<file path="src/rtl/sgm_pkg.sv">
// Shared constants and types for the Sobel gradient magnitude block.
`default_nettype none

package sgm_pkg;

   localparam int TAP_COUNT           = 9;
   localparam int TAP_WIDTH           = 16;
   localparam int SAMPLE_BITS_DEFAULT = 16;
   localparam int MAG_WIDTH           = 16;
   localparam int REQ_TDATA_WIDTH     = 160;
   localparam int RSP_TDATA_WIDTH     = 24;
   localparam int PRESENT_LSB         = TAP_COUNT * TAP_WIDTH;
   localparam int EDGE_BIT            = MAG_WIDTH;

   localparam logic [MAG_WIDTH-1:0] MAX_VALUE_RESET = MAG_WIDTH'(255);

   localparam int TAP_TL = 0;
   localparam int TAP_TM = 1;
   localparam int TAP_TR = 2;
   localparam int TAP_ML = 3;
   localparam int TAP_MR = 5;
   localparam int TAP_BL = 6;
   localparam int TAP_BM = 7;
   localparam int TAP_BR = 8;

   typedef logic [TAP_COUNT-1:0][TAP_WIDTH-1:0] tap_vec_type;
   typedef logic [TAP_COUNT-1:0] present_type;

endpackage

`default_nettype wire

</file>
<file path="src/rtl/sgm_grad.sv">
// Sobel sums, absolute gradients, squares and their sum in four pipeline stages.
`default_nettype none

module sgm_grad
   import sgm_pkg::*;
#(
   parameter int SAMPLE_BITS = SAMPLE_BITS_DEFAULT,
   localparam int PART_BITS  = SAMPLE_BITS + 2,
   localparam int SQ_BITS    = 2 * PART_BITS,
   localparam int SUM_BITS   = SQ_BITS + 1
) (
   input  wire logic                clock,
   input  wire logic                reset,
   input  wire logic                in_valid,
   output logic                     in_ready,
   input  wire tap_vec_type         in_taps,
   input  wire present_type         in_present,
   output logic                     out_valid,
   input  wire logic                out_ready,
   output logic [SUM_BITS-1:0]      out_sum
);

   localparam int STAGES = 4;

   logic [STAGES-1:0] valid_ff;
   wire  [STAGES:0]   stage_ready;

   logic [SAMPLE_BITS-1:0] sample [TAP_COUNT];

   logic [PART_BITS-1:0] x_pos_ff, x_neg_ff, y_pos_ff, y_neg_ff;
   logic [PART_BITS-1:0] x_pos_in, x_neg_in, y_pos_in, y_neg_in;
   logic [PART_BITS-1:0] abs_x_ff, abs_y_ff, abs_x_in, abs_y_in;
   logic [SQ_BITS-1:0]   sq_x_ff, sq_y_ff;
   logic [SUM_BITS-1:0]  sum_ff;

   assign stage_ready[STAGES] = out_ready;

   for (genvar k = 0; k < STAGES; k++) begin : g_ready
      assign stage_ready[k] = !valid_ff[k] || stage_ready[k+1];
   end

   always_comb begin
      for (int i = 0; i < TAP_COUNT; i++) begin
         sample[i] = in_present[i] ? in_taps[i][SAMPLE_BITS-1:0] : '0;
      end
      x_pos_in = PART_BITS'(sample[TAP_TR]) + (PART_BITS'(sample[TAP_MR]) << 1)
               + PART_BITS'(sample[TAP_BR]);
      x_neg_in = PART_BITS'(sample[TAP_TL]) + (PART_BITS'(sample[TAP_ML]) << 1)
               + PART_BITS'(sample[TAP_BL]);
      y_pos_in = PART_BITS'(sample[TAP_BL]) + (PART_BITS'(sample[TAP_BM]) << 1)
               + PART_BITS'(sample[TAP_BR]);
      y_neg_in = PART_BITS'(sample[TAP_TL]) + (PART_BITS'(sample[TAP_TM]) << 1)
               + PART_BITS'(sample[TAP_TR]);
      abs_x_in = (x_pos_ff >= x_neg_ff) ? x_pos_ff - x_neg_ff : x_neg_ff - x_pos_ff;
      abs_y_in = (y_pos_ff >= y_neg_ff) ? y_pos_ff - y_neg_ff : y_neg_ff - y_pos_ff;
   end

   always_ff @(posedge clock) begin
      if (reset) begin
         valid_ff <= '0;
      end else begin
         if (stage_ready[0]) valid_ff[0] <= in_valid;
         for (int k = 1; k < STAGES; k++) begin
            if (stage_ready[k]) valid_ff[k] <= valid_ff[k-1];
         end
      end
   end

   always_ff @(posedge clock) begin
      if (stage_ready[0]) begin
         x_pos_ff <= x_pos_in;
         x_neg_ff <= x_neg_in;
         y_pos_ff <= y_pos_in;
         y_neg_ff <= y_neg_in;
      end
      if (stage_ready[1]) begin
         abs_x_ff <= abs_x_in;
         abs_y_ff <= abs_y_in;
      end
      if (stage_ready[2]) begin
         sq_x_ff <= abs_x_ff * abs_x_ff;
         sq_y_ff <= abs_y_ff * abs_y_ff;
      end
      if (stage_ready[3]) begin
         sum_ff <= SUM_BITS'(sq_x_ff) + SUM_BITS'(sq_y_ff);
      end
   end

   assign in_ready  = stage_ready[0];
   assign out_valid = valid_ff[STAGES-1];
   assign out_sum   = sum_ff;

endmodule

`default_nettype wire

</file>
<file path="src/rtl/sgm_sqrt.sv">
// Pipelined floor square root, one result bit per stage.
`default_nettype none

module sgm_sqrt
   import sgm_pkg::*;
#(
   parameter int RADICAND_BITS = 2 * (SAMPLE_BITS_DEFAULT + 2) + 1,
   localparam int ROOT_BITS    = (RADICAND_BITS + 1) / 2
) (
   input  wire logic                     clock,
   input  wire logic                     reset,
   input  wire logic                     in_valid,
   output logic                          in_ready,
   input  wire logic [RADICAND_BITS-1:0] in_radicand,
   output logic                          out_valid,
   input  wire logic                     out_ready,
   output logic [ROOT_BITS-1:0]          out_root
);

   localparam int STAGES   = ROOT_BITS;
   localparam int RAD_BITS = 2 * ROOT_BITS;
   localparam int REM_BITS = ROOT_BITS + 2;
   localparam int WIDE     = ROOT_BITS + 4;

   logic [STAGES-1:0]   valid_ff;
   logic [REM_BITS-1:0] rem_ff  [STAGES];
   logic [ROOT_BITS-1:0] root_ff [STAGES];
   logic [RAD_BITS-1:0] rad_ff  [STAGES];

   wire  [STAGES:0]     stage_ready;
   wire  [STAGES-1:0]   prev_valid;
   wire  [REM_BITS-1:0] prev_rem  [STAGES];
   wire  [ROOT_BITS-1:0] prev_root [STAGES];
   wire  [RAD_BITS-1:0] prev_rad  [STAGES];
   wire  [REM_BITS-1:0] next_rem  [STAGES];
   wire  [ROOT_BITS-1:0] next_root [STAGES];
   wire  [RAD_BITS-1:0] next_rad  [STAGES];

   assign stage_ready[STAGES] = out_ready;

   for (genvar k = 0; k < STAGES; k++) begin : g_stage
      wire [WIDE-1:0] shifted;
      wire [WIDE-1:0] trial;
      wire [WIDE-1:0] diff;
      wire            take;

      if (k == 0) begin : g_first
         assign prev_valid[k] = in_valid;
         assign prev_rem[k]   = '0;
         assign prev_root[k]  = '0;
         assign prev_rad[k]   = RAD_BITS'(in_radicand);
      end else begin : g_rest
         assign prev_valid[k] = valid_ff[k-1];
         assign prev_rem[k]   = rem_ff[k-1];
         assign prev_root[k]  = root_ff[k-1];
         assign prev_rad[k]   = rad_ff[k-1];
      end

      assign stage_ready[k] = !valid_ff[k] || stage_ready[k+1];
      assign shifted = {prev_rem[k], prev_rad[k][RAD_BITS-1 -: 2]};
      assign trial   = {2'b00, prev_root[k], 2'b01};
      assign diff    = shifted - trial;
      assign take    = shifted >= trial;
      assign next_rem[k]  = take ? diff[REM_BITS-1:0] : shifted[REM_BITS-1:0];
      assign next_root[k] = {prev_root[k][ROOT_BITS-2:0], take};
      assign next_rad[k]  = {prev_rad[k][RAD_BITS-3:0], 2'b00};
   end

   always_ff @(posedge clock) begin
      if (reset) begin
         valid_ff <= '0;
      end else begin
         for (int k = 0; k < STAGES; k++) begin
            if (stage_ready[k]) valid_ff[k] <= prev_valid[k];
         end
      end
   end

   always_ff @(posedge clock) begin
      for (int k = 0; k < STAGES; k++) begin
         if (stage_ready[k]) begin
            rem_ff[k]  <= next_rem[k];
            root_ff[k] <= next_root[k];
            rad_ff[k]  <= next_rad[k];
         end
      end
   end

   assign in_ready  = stage_ready[0];
   assign out_valid = valid_ff[STAGES-1];
   assign out_root  = root_ff[STAGES-1];

endmodule

`default_nettype wire

</file>
<file path="src/rtl/sobel_gradient_magnitude.sv">
// Sobel gradient magnitude of one 3x3 channel window, clamped, with edge flag.
// The pipeline is four gradient stages, one square root stage per result bit
// (SAMPLE_BITS + 3), and the output register. Throughput is one beat per cycle
// unless rsp_tready stalls it; every stage has its own valid bit and ready.
// Reset empties the pipeline and sets max_value to 255; configuration is taken at once.
`default_nettype none

module sobel_gradient_magnitude
   import sgm_pkg::*;
#(
   parameter int SAMPLE_BITS = SAMPLE_BITS_DEFAULT
) (
   input  wire logic                       clock,
   input  wire logic                       reset,
   // Nine taps row-major, 16 bits each from bit 0, then tap_present, zero fill.
   input  wire logic [REQ_TDATA_WIDTH-1:0] req_tdata,
   input  wire logic                       req_tvalid,
   output logic                            req_tready,
   // magnitude in bits 15:0, edge_flag in bit 16, zero fill.
   output logic [RSP_TDATA_WIDTH-1:0]      rsp_tdata,
   output logic                            rsp_tvalid,
   input  wire logic                       rsp_tready,
   input  wire logic [MAG_WIDTH-1:0]       csr_data,
   input  wire logic                       csr_valid,
   output logic                            csr_ready
);

   localparam int SUM_BITS  = 2 * (SAMPLE_BITS + 2) + 1;
   localparam int ROOT_BITS = (SUM_BITS + 1) / 2;
   localparam int CMP_BITS  = (ROOT_BITS > MAG_WIDTH) ? ROOT_BITS : MAG_WIDTH;

   logic [MAG_WIDTH-1:0] max_value_ff;
   logic [MAG_WIDTH-1:0] mag_ff, mag_in;
   logic                 edge_ff, edge_in;
   logic                 rsp_valid_ff;

   tap_vec_type          taps;
   present_type          present;
   logic                 grad_valid, grad_ready;
   logic [SUM_BITS-1:0]  grad_sum;
   logic                 root_valid, root_ready;
   logic [ROOT_BITS-1:0] root;

   always_comb begin
      for (int i = 0; i < TAP_COUNT; i++) begin
         taps[i] = req_tdata[i*TAP_WIDTH +: TAP_WIDTH];
      end
      present = req_tdata[PRESENT_LSB +: TAP_COUNT];
   end

   sgm_grad #(
      .SAMPLE_BITS(SAMPLE_BITS)
   ) u_grad (
      .clock      (clock),
      .reset      (reset),
      .in_valid   (req_tvalid),
      .in_ready   (req_tready),
      .in_taps    (taps),
      .in_present (present),
      .out_valid  (grad_valid),
      .out_ready  (grad_ready),
      .out_sum    (grad_sum)
   );

   sgm_sqrt #(
      .RADICAND_BITS(SUM_BITS)
   ) u_sqrt (
      .clock       (clock),
      .reset       (reset),
      .in_valid    (grad_valid),
      .in_ready    (grad_ready),
      .in_radicand (grad_sum),
      .out_valid   (root_valid),
      .out_ready   (root_ready),
      .out_root    (root)
   );

   assign root_ready = !rsp_valid_ff || rsp_tready;

   always_comb begin
      if (CMP_BITS'(root) >= CMP_BITS'(max_value_ff)) begin
         mag_in = max_value_ff;
      end else begin
         mag_in = MAG_WIDTH'(root);
      end
      edge_in = mag_in != '0;
   end

   always_ff @(posedge clock) begin
      if (reset) begin
         rsp_valid_ff <= 1'b0;
         max_value_ff <= MAX_VALUE_RESET;
      end else begin
         if (root_ready) rsp_valid_ff <= root_valid;
         if (csr_valid) max_value_ff <= csr_data;
      end
   end

   always_ff @(posedge clock) begin
      if (root_ready) begin
         mag_ff  <= mag_in;
         edge_ff <= edge_in;
      end
   end

   assign csr_ready  = 1'b1;
   assign rsp_tvalid = rsp_valid_ff;
   assign rsp_tdata  = {(RSP_TDATA_WIDTH - MAG_WIDTH - 1)'(0), edge_ff, mag_ff};

endmodule

`default_nettype wire

</file>
<file path="config.mk">
export PLATFORM = sky130hd
export DESIGN_NAME = sobel_gradient_magnitude
export DESIGN_NICKNAME = d
export VERILOG_FILES = /design/src/rtl/sgm_pkg.sv /design/src/rtl/sgm_grad.sv /design/src/rtl/sgm_sqrt.sv /design/src/rtl/sobel_gradient_magnitude.sv
export SDC_FILE = /design/constraint.sdc
export NUM_CORES = 2
export LEC_CHECK = 0
export ABC_AREA = 0
export BUFFER_PORTS_ARGS = -buffer_cell sky130_fd_sc_hd__buf_2
export CAP_MARGIN = 20
export CORE_MARGIN = 2
export CORE_UTILIZATION = 27
export DETAILED_ROUTE_END_ITERATION = 8
export GPL_ROUTABILITY_DRIVEN = 0
export PLACE_DENSITY_LB_ADDON = 0.15
export SLEW_MARGIN = 20
export SYNTH_ARGS = -nofsm -noshare
export SYNTH_HDL_FRONTEND = slang
export SYNTH_SLANG_ARGS = --single-unit
export TNS_END_PERCENT = 5
</file>
<file path="constraint.sdc">
create_clock -name clock -period 16.8 [get_ports clock]
set_input_delay 0 -clock clock [delete_from_list [all_inputs] [get_ports clock]]
set_output_delay 0 -clock clock [all_outputs]
set_load 0.02 [all_outputs]
</file>
==> results.json <==
{
  "seqCellArea_um2": 34130,
  "path_clk_slew_ns": 0.06,
  "layoutNonFillerInstCount": 11020,
  "critPathArrivalTime_ns": 8.06,
  "grt_max_degree": 73,
  "synth_cell_types": 86,
  "fin_skew_ns": 0.09944,
  "htreeDepth": 4,
  "via_per_inst": 4.389,
  "setup_viol": 0,
  "overflow": 0,
  "setup-tns-final_ns": 0,
  "die_area_um2": 288800,
  "r2r-end": "u_grad.sq_x_ff[31]$_DFFE_PP_",
  "critical_path.max_fanout": 18,
  "slew_headroom_pct": 22.00,
  "path_delay_family": "adder cells",
  "layout.nets": 8491,
  "antenna_found_initial": 3,
  "fmax_mhz": 131.6,
  "cts-root-buf": "clkbuf_16",
  "ys_seq_area_share_pct": 44.43,
  "drc": 0,
  "cts_setup_buffers": 0,
  "clock_path_buffers": 4,
  "fin_crit_sh_pct": 45.23,
  "cts_sinks": 1150,
  "slowest_stage": "edfxtp_1",
  "wl_mm": 179.3,
  "end_kind": "flop",
  "crit_chain": "nand2_1 > inv_1 > fa_1 > fa_1 > inv_1 > fa_1 > inv_1 > fa_1 > fa_1 > inv_1 > fa_1 > inv_1 > ha_1 > a211o_1 > nor3_1 > a211oi_1 > a41oi_1 > o211ai_1 > nand2_1 > xnor2_1",
  "syn2layout_area_growth_pct": 14.06,
  "cts_tree": "yes",
  "rsz0062_at_grt": "no",
  "synth.avg_cell_area_um2": 11.19,
  "dieWidth_um": 537.4,
  "crit_end": "u_grad.sq_x_ff[31]$_DFFE_PP_",
  "drv_cap": 0,
  "synth_top_cell_by_area": "edfxtp_1",
  "startpoint": "u_grad.abs_x_ff[5]$_DFFE_PP_",
  "reg2regPathDepth": 20,
  "grt_pass1_vias": 51077,
  "tightest_slew_ns": 1.170,
  "dr.pass1.iters": 6,
  "hold_path_class": "input pin to flop",
  "yosysWarnings": 0,
  "multi_input_area_um2": 37860,
  "wire_per_inst_um": 16.27,
  "utilization_pct": 31.01,
  "cts_hold_buf": 82,
  "crit_path_start_kind": "flop",
  "synth_seq_cells": 1150,
  "num_rows": 195,
  "track_usage_pct": 12.36,
  "core_area_um2": 282500,
  "cts_resized": 0,
  "cpPeakStageDelay_ns": 1.12,
  "synth-edff-count": 1110,
  "synth_top_area_share_pct": 43.39,
  "dpl.cell_count": 10686,
  "cts-buffers-inserted": 145,
  "ios": 208,
  "critical_path_class": "flop to flop",
  "drive_gt1_share_pct": 7.394,
  "port_buffers": 175,
  "ant_nets": 0,
  "async_flop_share_pct": 0,
  "r2r_slack_ns": 9.20,
  "path_buf_inv": 5,
  "post-place-ws_ns": 9.199,
  "hpwlAfterDp_mm": 140.9,
  "ys_top_cells_by_area": "edfxtp_1, fa_1, ha_1, inv_1, xnor2_1",
  "vias": 48363,
  "maxSlewViolCount": 0,
  "die_h_um": 537.4,
  "fin_crit_ns": 7.599,
  "yosysMostFrequentCell": "inv_1",
  "start_util_pct": 27.19,
  "critical_path_required_ns": 17.26,
  "postSynthCellCount": 6867,
  "netlist_area_um2": 76820,
  "nFillCells": 28832,
  "clk-insertion-delay-late_ns": 0.82,
  "ys.flop_type": "edfxtp_1",
  "drt-initial-drc-count": 2444,
  "critical_path_depth": 20,
  "synth_commonest_cells": "inv_1, edfxtp_1, ha_1",
  "worstHoldPathCells": 4,
  "grt_pass1_wl_mm": 282.2,
  "finalWorstSetupSlack_ns": 9.201,
  "crit_path_frequent_cell": "fa_1",
  "status": "finished, final reports clean",
  "r2r-start": "u_grad.abs_x_ff[5]$_DFFE_PP_",
  "hold_viol_final": 0
}
==> state kept, by name, summed over array words and instances, names as in the netlist, 19 cells and up <==
signal,count
u_grad.sq_y_ff,35
u_sqrt.rem_ff,346
u_sqrt.root_ff,190
u_grad.sq_x_ff,35
u_sqrt.rad_ff,342
u_grad.out_sum,37
u_sqrt.valid_ff,19
==> worst min-delay path by stage <==
stage / startpoint / endpoint / slack [ns]
after global routing: req_tdata[128] / u_grad.x_pos_ff[1]$_DFFE_PP_ / 0.05
after CTS: req_tdata[81] / u_grad.x_pos_ff[2]$_DFFE_PP_ / 0.04
final: req_tdata[128] / u_grad.x_pos_ff[1]$_DFFE_PP_ / 0.06
after floorplan: csr_data[0] / max_value_ff[0]$_SDFFE_PP1P_ / 0.13
after detailed placement: csr_data[6] / max_value_ff[6]$_SDFFE_PP1P_ / 0.23
after global placement: csr_data[0] / max_value_ff[0]$_SDFFE_PP1P_ / 0.22
==> routing by layer <==
metal / vias up / wire, µm / global-route usage (%)
li1: 23947 / - / -
met1: 23367 / 75680 / 14.62
met5: - / 0 / 0
met3: 281 / 5468 / 1.528
met2: 768 / 91960 / 22.78
met4: 0 / 6194 / 4.417
==> cells in the final DEF, fill, tap and decap left out, types with 46 or more instances in the layout <==
master,n
a21o_1,127
a21oi_1,370
and2_1,212
buf_2,175
clkbuf_16,148
dlygate4sd3_1,82
edfxtp_1,1110
fa_1,514
ha_1,623
inv_1,1146
mux2_2,53
nand2_1,530
nand2b_1,66
nand3_1,82
nand4_1,50
nor2_1,345
nor2b_1,75
nor3_1,131
nor4_1,46
o21a_1,66
o21ai_0,227
xnor2_1,276
xor2_1,162
==> kinds of logic (layout without fill, tap and decap cells) <==
family / after synthesis / count (layout) / synth area share [%]
AOI/OAI and AO/OA: 1067 / 1067 / 8.701
xor gates and xnor gates: 438 / 438 / 4.994
adders and majority gates: 1137 / 1137 / 23.54
buffers and inverters: 1295 / 1697 / 6.416
DFF: 1150 / 1150 / 44.43
muxes: 77 / 77 / 1.091
other: 2 / 10 / 0.009776
and+or+nand+nor: 1701 / 1701 / 10.82
==> layout make-up <==
cell class              count  area share, %
well taps                3743          5.345
flip-flops and latches   1150          38.95
clock buffers             176          4.347
clock inverters            74         0.9310
multi-input cells        4429          43.21
repair buffers            294          2.272
diodes                      1       0.002856
inverters                1153          4.939
==> worst register-to-register path, cell delays in order (launching register included) <==
cell and delay (ns):
edfxtp_1 1.12, nand2_1 0.23, inv_1 0.14, fa_1 0.43, fa_1 0.51, inv_1 0.05, fa_1 0.48, inv_1 0.05
fa_1 0.51, fa_1 0.55, inv_1 0.05, fa_1 0.53, inv_1 0.04, ha_1 0.36, a211o_1 0.17, nor3_1 0.05
a211oi_1 0.66, a41oi_1 0.39, o211ai_1 0.31, nand2_1 0.13, xnor2_1 0.56
==> through the flow <==
stage                     hold slack (ns)  cell area (µm²)
after floorplan                    0.1288            76850
after global placement             0.2182            82130
after detailed placement           0.2311            82150
after CTS                         0.04181            87590
after global routing              0.04841            87630
final                             0.06382            87630
Power is left out: the tool's default activity adds up to more than one toggle a clock period on the data nets, which glitch-free logic cannot reach.
